$ cat src/hw/rtl/bilinear_image_resampler_assert.svh
// assertion macros for the bilinear resampler
`ifndef BILINEAR_IMAGE_RESAMPLER_ASSERT_SVH
`define BILINEAR_IMAGE_RESAMPLER_ASSERT_SVH

// same-cycle implication
`define BRIR_ASSERT_IMPL(name, clk, rst_n, ante, cons) \
    name: assert property (@(posedge clk) disable iff (!rst_n) (ante) |-> (cons)) \
        else $error("bilinear_image_resampler: assertion failed");

// next-cycle implication
`define BRIR_ASSERT_NEXT(name, clk, rst_n, ante, cons) \
    name: assert property (@(posedge clk) disable iff (!rst_n) (ante) |=> (cons)) \
        else $error("bilinear_image_resampler: assertion failed");

`endif

$ cat src/hw/rtl/brir_pkg.sv
// shared types and constants of the bilinear resampler
package brir_pkg;

    localparam int VAL_W       = 32;
    localparam int COORD_W     = 10;
    localparam int SRC_DIM_W   = 8;
    localparam int DST_DIM_W   = 11;
    localparam int CFG_IDX_W   = 3;
    localparam int CFG_DATA_W  = 11;
    localparam int FRAC_W      = 16;
    localparam logic [FRAC_W:0] FRAC_ONE = 17'h10000;

    localparam int QDEPTH = 2;
    localparam int QCNT_W = $clog2(QDEPTH + 1);

    localparam int DEF_MAX_WIDTH  = 128;
    localparam int DEF_MAX_HEIGHT = 128;

    localparam logic REQ_LOAD    = 1'b0;
    localparam logic REQ_COMPUTE = 1'b1;

    localparam logic [CFG_IDX_W-1:0] CFG_SRC_WIDTH  = 3'd0;
    localparam logic [CFG_IDX_W-1:0] CFG_SRC_HEIGHT = 3'd1;
    localparam logic [CFG_IDX_W-1:0] CFG_DST_WIDTH  = 3'd2;
    localparam logic [CFG_IDX_W-1:0] CFG_DST_HEIGHT = 3'd3;
    localparam logic [CFG_IDX_W-1:0] CFG_KEEP_TOTAL = 3'd4;
    localparam logic [CFG_IDX_W-1:0] CFG_USE_ERRORS = 3'd5;

    typedef struct packed {
        logic [SRC_DIM_W-1:0] src_width;
        logic [SRC_DIM_W-1:0] src_height;
        logic [DST_DIM_W-1:0] dst_width;
        logic [DST_DIM_W-1:0] dst_height;
        logic                 keep_total;
        logic                 use_errors;
    } t_cfg;

    typedef struct packed {
        logic                      is_cmp;
        logic                      load_ok;
        logic [COORD_W-1:0]        col;
        logic [COORD_W-1:0]        row;
        logic signed [VAL_W-1:0]   value;
        logic signed [VAL_W-1:0]   error;
    } t_item;

    typedef struct packed {
        logic [QCNT_W-1:0] fill;
    } t_front_stat;

    typedef struct packed {
        logic in_out;
        logic divx_busy;
        logic divy_busy;
    } t_back_stat;

endpackage

$ cat src/hw/rtl/brir_req_if.sv
// request channel: load or compute words
interface brir_req_if import brir_pkg::*; ();
    logic                    valid;
    logic                    ready;
    logic                    req_type;
    logic [COORD_W-1:0]      col;
    logic [COORD_W-1:0]      row;
    logic signed [VAL_W-1:0] pixel_value;
    logic signed [VAL_W-1:0] pixel_error;

    modport source (output valid, req_type, col, row, pixel_value, pixel_error, input ready);
    modport sink   (input valid, req_type, col, row, pixel_value, pixel_error, output ready);
endinterface

$ cat src/hw/rtl/brir_front.sv
// front end: accepts request words, classifies them, queues them for the back end
module brir_front import brir_pkg::*; #(
    parameter int MAX_WIDTH  = DEF_MAX_WIDTH,
    parameter int MAX_HEIGHT = DEF_MAX_HEIGHT
) (
    input  logic        i_clk,
    input  logic        i_rst_n,
    brir_req_if.sink    i_req,
    output logic        o_item_valid,
    input  logic        i_item_ready,
    output t_item       o_item,
    output t_front_stat o_stat
);
    localparam int QPW = $clog2(QDEPTH);

    t_item             r_q [QDEPTH];
    logic [QPW-1:0]    r_wp, r_rp;
    logic [QCNT_W-1:0] r_cnt;

    t_item w_new;
    logic  w_push, w_pop;

    always_comb begin
        w_new.is_cmp  = (i_req.req_type == REQ_COMPUTE);
        w_new.load_ok = (32'(i_req.col) < MAX_WIDTH) && (32'(i_req.row) < MAX_HEIGHT);
        w_new.col     = i_req.col;
        w_new.row     = i_req.row;
        w_new.value   = i_req.pixel_value;
        w_new.error   = i_req.pixel_error;
    end

    assign i_req.ready  = (r_cnt != QCNT_W'(QDEPTH));
    assign w_push       = i_req.valid && i_req.ready;
    assign o_item_valid = (r_cnt != '0);
    assign w_pop        = o_item_valid && i_item_ready;
    assign o_item       = r_q[r_rp];
    assign o_stat.fill  = r_cnt;

    always_ff @(posedge i_clk) begin
        if (!i_rst_n) begin
            r_wp  <= '0;
            r_rp  <= '0;
            r_cnt <= '0;
        end else begin
            if (w_push) begin
                r_wp <= (32'(r_wp) == QDEPTH - 1) ? '0 : r_wp + 1'b1;
            end
            if (w_pop) begin
                r_rp <= (32'(r_rp) == QDEPTH - 1) ? '0 : r_rp + 1'b1;
            end
            case ({w_push, w_pop})
                2'b10:   r_cnt <= r_cnt + 1'b1;
                2'b01:   r_cnt <= r_cnt - 1'b1;
                default: r_cnt <= r_cnt;
            endcase
        end
    end

    always_ff @(posedge i_clk) begin
        if (w_push) begin
            r_q[r_wp] <= w_new;
        end
    end
endmodule

$ cat src/flat_wrapper.sv
// flat-port wrapper written by rule: the top's interface ports become plain ports
module brir_front_flat import brir_pkg::*;
#(
    parameter int MAX_WIDTH  = DEF_MAX_WIDTH,
    parameter int MAX_HEIGHT = DEF_MAX_HEIGHT
)
  (i_clk, i_rst_n, o_item_valid, i_item_ready, o_item, o_stat, i_req_valid, i_req_req_type, i_req_col, i_req_row, i_req_pixel_value, i_req_pixel_error, i_req_ready);
  brir_req_if i_req_i ();
  input  logic i_clk;
  input  logic i_rst_n;
  output logic o_item_valid;
  input  logic i_item_ready;
  output t_item o_item;
  output t_front_stat o_stat;
  input wire logic [$bits(i_req_i.valid)-1:0] i_req_valid;
  input wire logic [$bits(i_req_i.req_type)-1:0] i_req_req_type;
  input wire logic [$bits(i_req_i.col)-1:0] i_req_col;
  input wire logic [$bits(i_req_i.row)-1:0] i_req_row;
  input wire logic [$bits(i_req_i.pixel_value)-1:0] i_req_pixel_value;
  input wire logic [$bits(i_req_i.pixel_error)-1:0] i_req_pixel_error;
  output wire logic [$bits(i_req_i.ready)-1:0] i_req_ready;
  assign i_req_i.valid = i_req_valid;
  assign i_req_i.req_type = i_req_req_type;
  assign i_req_i.col = i_req_col;
  assign i_req_i.row = i_req_row;
  assign i_req_i.pixel_value = i_req_pixel_value;
  assign i_req_i.pixel_error = i_req_pixel_error;
  assign i_req_ready = i_req_i.ready;
  brir_front #(.MAX_WIDTH(MAX_WIDTH), .MAX_HEIGHT(MAX_HEIGHT)) u_core (.i_clk(i_clk), .i_rst_n(i_rst_n), .i_req(i_req_i), .o_item_valid(o_item_valid), .i_item_ready(i_item_ready), .o_item(o_item), .o_stat(o_stat));
endmodule
$ cat config.mk
export PLATFORM = sky130hd
export DESIGN_NAME = brir_front_flat
export DESIGN_NICKNAME = d
export VERILOG_FILES = /design/src/hw/rtl/bilinear_image_resampler_assert.svh /design/src/hw/rtl/brir_pkg.sv /design/src/hw/rtl/brir_req_if.sv /design/src/hw/rtl/brir_front.sv /design/src/flat_wrapper.sv
export SDC_FILE = /design/constraint.sdc
export NUM_CORES = 1
export LEC_CHECK = 0
export ABC_AREA = 1
export BUFFER_PORTS_ARGS = -buffer_cell sky130_fd_sc_hd__buf_4
export CAP_MARGIN = 20
export CORE_MARGIN = 4
export CORE_UTILIZATION = 43
export CTS_CLUSTER_SIZE = 10
export DETAILED_ROUTE_END_ITERATION = 12
export PLACE_DENSITY = 0.67
export SYNTH_ARGS = -nofsm -noshare
export SYNTH_HDL_FRONTEND = slang
export SYNTH_SLANG_ARGS = --single-unit
$ cat constraint.sdc
create_clock -name i_clk -period 5.8 [get_ports i_clk]
set_input_delay 0.29 -clock i_clk [delete_from_list [all_inputs] [get_ports i_clk]]
set_output_delay 0.29 -clock i_clk [all_outputs]
set_load 0.1 [all_outputs]
======== Word-level counts from Yosys, hierarchy flattened ========
Memories as Yosys holds them, arrays and structs flattened. A register that Yosys moved wholly into a read port is not among the register bits.
Index checks and enable logic that the tools add are counted.
W data, S select, Z words.
word-level totals
  bits in registers ....................... 4
  latch bits .............................. 0
  RAM bits ................................ 172
  bits in read-only memories .............. 0
  input bits .............................. 89
  output and inout bits ................... 90
  logic and storage cells ................. 25
  memories ................................ 1
operators by class
  $add $sub $neg .......................... 4
  multiply operators ...................... 0
  div/mod/pow operators ................... 0
  order comparisons ....................... 2
  eq/ne operators ......................... 3
  shift-type cells ........................ 0
  mux-type cells .......................... 7
  bitwise gates (word level) .............. 0
  reductions and logical operators ........ 5
memory list
  memory      depth  bits a word  read ports  clocked after Yosys merged registers in  write ports  line              source
  u_core.r_q  2      86           1           1                                        1            brir_front.sv:16  t_item r_q [QDEPTH];
operators with widths
  cell                   number
  $lt A10 B8 Y1 const B  2
  $mux W1                6
  $pmux W2 S2            1
  $reduce_bool A2 Y1     2
  $logic_and A1 B1 Y1    3
  $add A1 B1 Y1 const B  2
  $add A2 B1 Y2 const B  1
  $eq A2 B1 Y1 const B   1
  $eq A2 B2 Y1 const B   1
  $ne A2 B2 Y1 const B   1
  $sub A2 B1 Y2 const B  1

======== Longest topological paths before layout ========
Gate-level depths: netlist of run 1.
  depth in word-level cells ............... 4
  depth in mapped cells ................... 9

======== Worst setup path before layout of run 1 ========
No wires, ideal clock.
  path type ............................... register -> register
  start ................................... reg u_core.r_cnt[0], in the netlist u_core.o_stat[0]
  end ..................................... mem u_core.r_q[1][0] (netlist name), enable pin
  setup time .............................. 0.533 ns
  arrival ................................. 5.841 ns
  path slack .............................. -0.574 ns
  stages on the path, launching flop included .. 5
  cells stage by stage .................... dfxtp_1 inv_1 nand2_1 nand2_1 nor2_1
between the ends
  cells in the longest elaborated chain, start to end .. 4
ends and longest elaborated chain
  item                           line                source
  from (decl)                    brir_front.sv:18    logic [QCNT_W-1:0] r_cnt;
  from (signal assigned)         brir_front.sv:52    2'b10: r_cnt <= r_cnt + 1'b1;
  from (signal assigned)         brir_front.sv:53    2'b01: r_cnt <= r_cnt - 1'b1;
  from (signal assigned)         brir_front.sv:54    default: r_cnt <= r_cnt;
  $ne A2 B2 Y1                   brir_front.sv:32    assign i_req.ready = (r_cnt != QCNT_W'(QDEPTH));
  named net i_req_ready          flat_wrapper.sv:21  output wire logic [$bits(i_req_i.ready)-1:0] i_req_ready;
  $logic_and A1 B1 Y1            brir_front.sv:33    assign w_push = i_req.valid && i_req.ready;
  $mux W1                        brir_front.sv:60    if (w_push) begin
  $mux W1 (implied by the code)  brir_front.sv:61    r_q[r_wp] <= w_new;
  to (decl)                      brir_front.sv:16
The timed path passes the listed nets, and every way through them passes these cells.

==> impl_metrics.tcl, run 1 <==
set metrics [dict create \
    layout_common_cells "buf_4, edfxtp_1, mux2_2, mux2_4, clkbuf_16" \
    post_cts_resized 0 \
    grt_setup_unrepaired "no" \
    worstMarginPinSlew_ps 717 \
    avgRoutedWirePerCell_um 17.9 \
    whs_path_depth 1 \
    yosysSeqAreaShare_pct 79.0 \
    start_util_pct 43.8 \
    cts.sinks 177 \
    fin_ws_ps 2910 \
    power.leakage_nw 3.37 \
    r2r-start "u_core.o_stat[0]$_SDFFE_PN0P_" \
    min_from "i_req_pixel_error[9]" \
    postCtsSetupRepairBufs 0 \
    comb_power_share_pct 38.1 \
    synth.cell_area_sq_um 6660 \
    synth_cell_types 18 \
    fin_skew_ps 9.94 \
    crit_fanout 44 \
    synthesis.nets 398 \
    reg2reg_depth 5 \
    numCtsBuffers 17 \
    pin_count 179 \
    p_switching_w 0.00184 \
    hpwl_um 8420 \
    place_ws_ps 2950 \
    hold_violations 0 \
    maxSlewViolCount 0 \
    die_y_um 132 \
    area_delta_synth_final_pct 32.1 \
    cts_tree "built" \
    dr.pass1.iters 4 \
    ys_seq_elements 177 \
    grt_max_degree 50 \
    postCtsHoldBufs 0 \
    fin_crit_ps 2890 \
    critPathArrivalTime_ps 2600 \
    finalCritPeriodShare_pct 49.8 \
    timing.fmax_mhz 346 \
    grt_first_pass_wirelength_um 19200 \
    globalplace.congestion 0.717 \
    diodes 0 \
    internal_power_w 0.00266 \
    syn_inst 308 \
    ctsRootBufferMaster "clkbuf_16" \
    totalWireLength_um 12600 \
    regToRegSetupSlack_ps 3660 \
    antenna_found_initial 0 \
    drc_errors 0 \
    sw_frac_of_total_pct 40.9 \
    setup_tns_ps 0 \
    num_vias 3380 \
    overflow 0 \
    dieArea_sq_um 17500 \
    drive_gt1_share_pct 58.9 \
    clk_pin_slew_worst_paths_ps 60 \
    rr_endpoint "u_core.r_q[1][82]$_DFFE_PP_" \
    num_rows 45 \
    cap_violations 0 \
    syn_area_per_cell_sq_um 21.6 \
    ir_worst_vdd_uv 426 \
    clockBufferDepth 2 \
    hold_end "u_core.r_q[1][9]$_DFFE_PP_" \
    grt_pass1_vias 3591 \
    status "completed" \
    hp-class "input port to flop" \
    relSlewSlack_pct 52.2 \
    drtIter0Drc 163 \
    power_density_nw_per_um2 511 \
    h-tree-depth 4 \
    insertion_delay_ps 420 \
    crit_type "flop to output pin" \
    die_x_um 132 \
    layout_commonest_cell "buf_4" \
    sequentialPowerShare_pct 36.2 \
    core_area_sq_um 15200 \
    power.clock.fraction_pct 25.7 \
    track_usage_pct 14.2 \
    port_buffers 178 \
    vias_per_cell 4.82 \
    setup-violations-final 0 \
    required_ps 5510 \
    ant_nets 0 \
    end_kind "output pin" \
    final_nets 590 \
    start_kind "flop" \
    yosys_warnings 0 \
]
[cells in the mapped netlist]
| master | n | share of area [%] |
|---|---|---|
| nor2_1 | 12 | 0.68 |
| mux2_2 | 46 | 7.8 |
| buf_2 | 4 | 0.30 |
| nand4_1 | 1 | 0.094 |
| buf_8 | 1 | 0.23 |
| mux2_4 | 40 | 9.0 |
| o21ai_0 | 1 | 0.075 |
| edfxtp_1 | 172 | 78 |
| o21a_1 | 1 | 0.11 |
| buf_12 | 4 | 1.2 |
| nand2_1 | 11 | 0.62 |
| nand3_1 | 1 | 0.075 |
| nor3_1 | 1 | 0.075 |
| inv_1 | 5 | 0.28 |
| a21oi_1 | 1 | 0.075 |
| ha_1 | 1 | 0.19 |
| buf_6 | 1 | 0.17 |
| dfxtp_1 | 5 | 1.5 |
[how the worst max path moves through the flow]
| stage | startpoint | end | slack [ps] | depth (start not counted) |
|---|---|---|---|---|
| 5_1_grt | flop | o_item[67] | 2800 | 3 |
| 6_report | flop | o_item[67] | 2910 | 3 |
| 2_1_floorplan | u_core.o_stat[0]$_SDFFE_PN0P_ | u_core.r_q[1][0]$_DFFE_PP_ | 860 | 4 |
| 4_1_cts | flop | o_item[67] | 2840 | 3 |
| 3_5_place_dp | u_core.o_stat[0]$_SDFFE_PN0P_ | u_core.r_q[1][74]$_DFFE_PP_ | 2950 | 5 |
| 3_3_place_gp | u_core.o_stat[0]$_SDFFE_PN0P_ | u_core.r_q[1][66]$_DFFE_PP_ | 3060 | 5 |
[worst max-delay path, cell delays in order (launching register included)]
cell and delay (ps):
dfxtp_4 780, buf_4 680, mux2_2 420, buf_4 240
[power groups by stage]
stage	Sequential [W]	Combinational (W)	Clock (W)
after detailed placement	0.00166	0.00172	0
after global placement	0.00166	0.00171	0
after floorplan	0.00166	0.00141	0
after global routing	0.00165	0.00177	0.00123
after CTS	0.00164	0.00173	0.00118
final	0.00163	0.00172	0.00115
[routing by layer]
layer,part of all wire (%),vias to the layer above,track usage (%)
met5,0,-,0
met4,1.2,0,4.50
met3,8.0,16,5.93
met2,47,127,22.2
met1,43,1654,18.2
li1,-,1583,-
[metrics by stage]
step / power (W) / instances / area, sq um / hold WS, ps / util, %
6_report: 0.00450 / 701 / 8800 / 45.4 / 57.9
5_1_grt: 0.00465 / 701 / 8800 / 23.8 / 57.9
4_1_cts: 0.00454 / 700 / 8780 / 26.6 / 57.8
3_5_place_dp: 0.00339 / 668 / 8180 / 474 / 53.8
3_3_place_gp: 0.00336 / 667 / 8150 / 474 / 53.6
2_1_floorplan: 0.00307 / 308 / 6670 / 389 / -
[kinds of logic (layout without fill, tap and decap cells)]
kind of cell	Yosys count	in the layout	synth area share (%)
adder cells (fa/ha/maj)	1	1	0.188
AND/OR/NAND/NOR	26	26	1.54
flip-flops	177	177	79.0
multiplexers	86	86	16.8
AO/OA/AOI/OAI	3	3	0.263
buffers and inverters	15	220	2.18
[sequential cells by signal, indices dropped and copies added (netlist names), named ones only]
name and cells:
u_core.o_stat 2, u_core.r_q 172, u_core.r_wp 1, u_core.r_rp 1
[area by class of cell]
| class | instances | area, sq um |
|---|---|---|
| clock inverters | 15 | 181 |
| inverters | 5 | 18.8 |
| multi-input cells | 116 | 1270 |
| well taps | 188 | 235 |
| repair buffers | 183 | 1410 |
| flip-flops and latches | 177 | 5270 |
| fillers | 1194 | 6400 |
| clock buffers | 17 | 425 |
Note: power is estimated with default switching activity, not from simulation.
==> run 2, diff against run 1 <==
- PLACE_DENSITY: 0.67 -> 0.7
- clock period: 5.8 -> 2.35 ns (I/O delays scaled with it)
==> impl_metrics.tcl, run 2 (synthesis results as in run 1) <==
set metrics [dict create \
    status "completed" \
    hp-class "input port to flop" \
    diodes 0 \
    grt_setup_unrepaired "no" \
    avgRoutedWirePerCell_um 17.4 \
    grt_pass1_vias 4033 \
    min_from "i_req_valid" \
    layout_commonest_cell "buf_4" \
    whs_path_depth 5 \
    track_usage_pct 15.7 \
    largest_register_ffs 172 \
    ant_nets 0 \
    clockBufferDepth 2 \
    dieArea_sq_um 17500 \
    rr_endpoint "u_core.r_q[1][72]$_DFFE_PP_" \
    critPathArrivalTime_ps 1930 \
    ctsRootBufferMaster "clkbuf_16" \
    regToRegSetupSlack_ps 760 \
    layout_common_cells "buf_4, edfxtp_1, dlygate4sd3_1, mux2_2, mux2_4" \
    hold_end "u_core.r_wp$_SDFFE_PN0N_" \
    totalWireLength_um 13700 \
    required_ps 2230 \
    cp_common_cell "buf_4" \
    reg2reg_depth 5 \
    drive_gt1_share_pct 50.5 \
    cp.depth 3 \
    globalplace.congestion 0.756 \
    crit_slowest_cell "dfxtp_4" \
    insertion_delay_ps 420 \
    end_kind "output pin" \
    cts.sinks 177 \
    dr.pass1.iters 4 \
    vias_per_cell 4.74 \
    grt_max_degree 61 \
    h-tree-depth 4 \
    core_area_sq_um 15200 \
    timing.hold.ws_ps 84.8 \
    final_nets 679 \
    die_y_um 132 \
    power_density_nw_per_um2 1150 \
    clk_pin_slew_worst_paths_ps 60 \
    power.leakage_nw 3.74 \
    worstMarginPinSlew_ps 384 \
    fin_crit_ps 2040 \
    crit_family "flip-flops" \
    port_buffers 178 \
    setup_tns_ps 0 \
    setup-violations-final 0 \
    cts_tree "built" \
    stdcell_count 790 \
    num_vias 3742 \
    hpwl_um 8600 \
    fill_cells 1084 \
    num_rows 45 \
    top_register "u_core.r_q" \
    crit_fanout 20 \
    r2r-start "u_core.o_stat[0]$_SDFFE_PN0P_" \
    hold_violations 0 \
    pin_count 179 \
    relSlewSlack_pct 74.4 \
    multi_input_area_sq_um 1300 \
    cp.buffers_inverters 2 \
    dp_cells 671 \
    timing.fmax_mhz 489 \
    ir_worst_vdd_uv 892 \
    antenna_found_initial 0 \
    crit_type "flop to output pin" \
    slowest_delay_ps 570 \
    maxSlewViolCount 0 \
    area_delta_synth_final_pct 45.9 \
    seqCellArea_sq_um 5270 \
    start_kind "flop" \
    die_x_um 132 \
    start_util_pct 43.8 \
    post_cts_resized 0 \
    finalCritPeriodShare_pct 86.9 \
    grt_first_pass_wirelength_um 21200 \
    cap_violations 0 \
    fin_skew_ps 7.17 \
    drc_errors 0 \
    drtIter0Drc 193 \
    crit_chain "buf_4, mux2_2, buf_4" \
    overflow 0 \
    numCtsBuffers 17 \
]
run 2: cell count changes in the layout (fill, tap and decap cells not counted), sizes merged:
cell,previous run,this run
buf,183,185
clkinv,5,7
dlygate4sd3,0,87
clkbuf,17,20
inv,9,5
clkinvlp,3,2
run 2: per-layer routing:
layer,track usage [%],routed length (um)
met5,0,0
met1,19.4,5710
met2,26.5,6960
met3,4.45,814
met4,6.00,233
run 2: worst max-delay path by stage:
stage	startpoint	to	slack, ps
after floorplan	u_core.o_stat[0]$_SDFFE_PN0P_	u_core.r_q[1][0]$_DFFE_PP_	-480
after global placement	flop	o_item[3]	750
after detailed placement	flop	o_item[4]	730
after CTS	flop	o_item[1]	270
after global routing	flop	o_item[3]	230
final	flop	o_item[1]	310
run 2: area by class of cell:
class,count,area share (%)
Sequential cell,177,54.3
Timing Repair Buffer,272,23.8
Multi-Input combinational cell,116,13.4
Clock buffer,20,4.49
Tap cell,188,2.42
Clock inverter,12,1.44
Inverter,5,0.232
run 2: report_power, final:
| group | leakage (nW) | switching (W) | internal (W) |
|---|---|---|---|
| Sequential | 1.65 | 0.000140 | 0.00387 |
| Combinational | 1.81 | 0.00329 | 0.00115 |
| Clock | 0.278 | 0.00110 | 0.00166 |
| Total | 3.74 | 0.00453 | 0.00668 |
run 2: what timing repair did:
item | 4_1_cts | 5_1_grt
buffers inserted | 0 | 0
hold buffers | 87 | 0
endpoints found under the hold margin | 177 | 0
run 2: worst min-delay path: stages:
cell and delay [ps]:
buf_4 130, nand2_8 70, nand2_1 50, nand2_1 50, nor2_1 30
run 2: per-stage QoR:
stage	power [W]	worst slack, ps	area [sq um]	utilization, %
after detailed placement	0.00841	728	8270	54.4
after global placement	0.00837	752	8270	54.4
final	0.0112	307	9720	63.9
after CTS	0.0113	271	9720	63.9
after global routing	0.0116	229	9720	63.9
after floorplan	0.00761	-477	6720	-
==> run 3, diff against run 2 <==
- RECOVER_POWER: unset -> 25
==> impl_metrics.tcl, run 3 (synthesis results as in run 1) <==
set metrics [dict create \
    crit_fanout 20 \
    maxSlewViolCount 0 \
    ctsRootBufferMaster "clkbuf_16" \
    antenna_found_initial 0 \
    postCtsHoldBufs 87 \
    num_rows 45 \
    globalplace.congestion 0.756 \
    grt_pass1_vias 4033 \
    dr.pass1.iters 5 \
    stdcell_count 790 \
    area_delta_synth_final_pct 45.1 \
    totalWireLength_um 13700 \
    ant_nets 0 \
    grt_max_degree 61 \
    die_x_um 132 \
    final_area_sq_um 9660 \
    avgRoutedWirePerCell_um 17.3 \
    crit_type "flop to output pin" \
    hold_violations 0 \
    place_ws_ps 728 \
    cts_tree "built" \
    timing.hold.ws_ps 84.5 \
    clk_pin_slew_worst_paths_ps 60 \
    drive_gt1_share_pct 48.2 \
    numCtsBuffers 17 \
    power_density_nw_per_um2 1160 \
    die_y_um 132 \
    cap_violations 0 \
    hp-class "input port to flop" \
    final_nets 679 \
    fill_cells 1099 \
    end_kind "output pin" \
    hpwl_um 8600 \
    largest_register_ffs 172 \
    finalCritPeriodShare_pct 86.8 \
    overflow 0 \
    postCtsSetupRepairBufs 0 \
    fin_ws_ps 310 \
    start_kind "flop" \
    utilization_pct 63.6 \
    start_util_pct 43.8 \
    layout_commonest_cell "edfxtp_1" \
    pin_count 179 \
    required_ps 2230 \
    dp_cells 671 \
    dpl-instance-area_sq_um 8270 \
    diodes 0 \
    top_register "u_core.r_q" \
    worstMarginPinSlew_ps 383 \
    track_usage_pct 15.7 \
    cts.sinks 177 \
    drc_errors 0 \
    vias_per_cell 4.74 \
    grt_first_pass_wirelength_um 21200 \
    critPathArrivalTime_ps 1920 \
    status "completed" \
    fin_skew_ps 6.22 \
    port_buffers 178 \
    dieArea_sq_um 17500 \
    fin_crit_ps 2040 \
    post_cts_resized 0 \
    num_vias 3747 \
    layout_common_cells "edfxtp_1, buf_4, dlygate4sd3_1, mux2_2, clkbuf_4" \
    core_area_sq_um 15200 \
    timing.fmax_mhz 490 \
    power.leakage_nw 3.69 \
    drtIter0Drc 209 \
    ir_worst_vdd_uv 895 \
    setup-violations-final 0 \
    grt_setup_unrepaired "no" \
    h-tree-depth 4 \
    relSlewSlack_pct 74.4 \
    insertion_delay_ps 420 \
    clockBufferDepth 2 \
]
[run 3: changes by cell type in the layout (fill, tap and decap cells not counted)]
cell / previous run / this run
buf_4: 181 / 126
clkbuf_1: 3 / 17
clkbuf_4: 0 / 41
[run 3: path summary, 6_finish.rpt]
check,cells past startpoint,end,slack [ps],from
worst min-delay path,5,u_core.r_wp$_SDFFE_PN0N_,80,i_req_valid
worst max-delay path,3,o_item[1],310,flop
worst max register to register,5,u_core.r_q[1][72]$_DFFE_PP_,760,u_core.o_stat[0]$_SDFFE_PN0P_
worst min register to register,2,u_core.r_rp$_SDFFE_PN0P_,510,u_core.r_rp$_SDFFE_PN0P_
[run 3: cell type report]
| type | instances | area, sq um | area share, % |
|---|---|---|---|
| clock buffer | 20 | 437 | 4.52 |
| inverter | 5 | 22.5 | 0.233 |
| sequential | 177 | 5270 | 54.6 |
| tap | 188 | 235 | 2.43 |
| clock inverter | 12 | 140 | 1.45 |
| multi-input combinational | 116 | 1300 | 13.4 |
| timing repair buffer | 272 | 2260 | 23.4 |
[run 3: where the power goes]
group          switching [W]  internal (W)
clock network        0.00110       0.00166
registers           0.000140       0.00387
logic                0.00329       0.00113
total                0.00452       0.00666
[run 3: critical path, stage by stage, from the launching register on]
cell     delay, ps
dfxtp_4        570
buf_4          310
mux2_2         370
buf_4          230
[run 3: routing by layer]
metal,vias up,GRT usage (%),wire length (um)
met4,0,6.00,239
li1,1762,-,-
met1,1826,19.4,5650
met3,16,4.45,843
met2,143,26.5,6930
met5,-,0,0
[run 3: metrics by stage]
step                setup TNS [ps]  total power, W
floorplan                   -79650         0.00761
global placement                 0         0.00837
detailed placement               0         0.00841
CTS                              0          0.0113
global route                     0          0.0115
finish                           0          0.0112
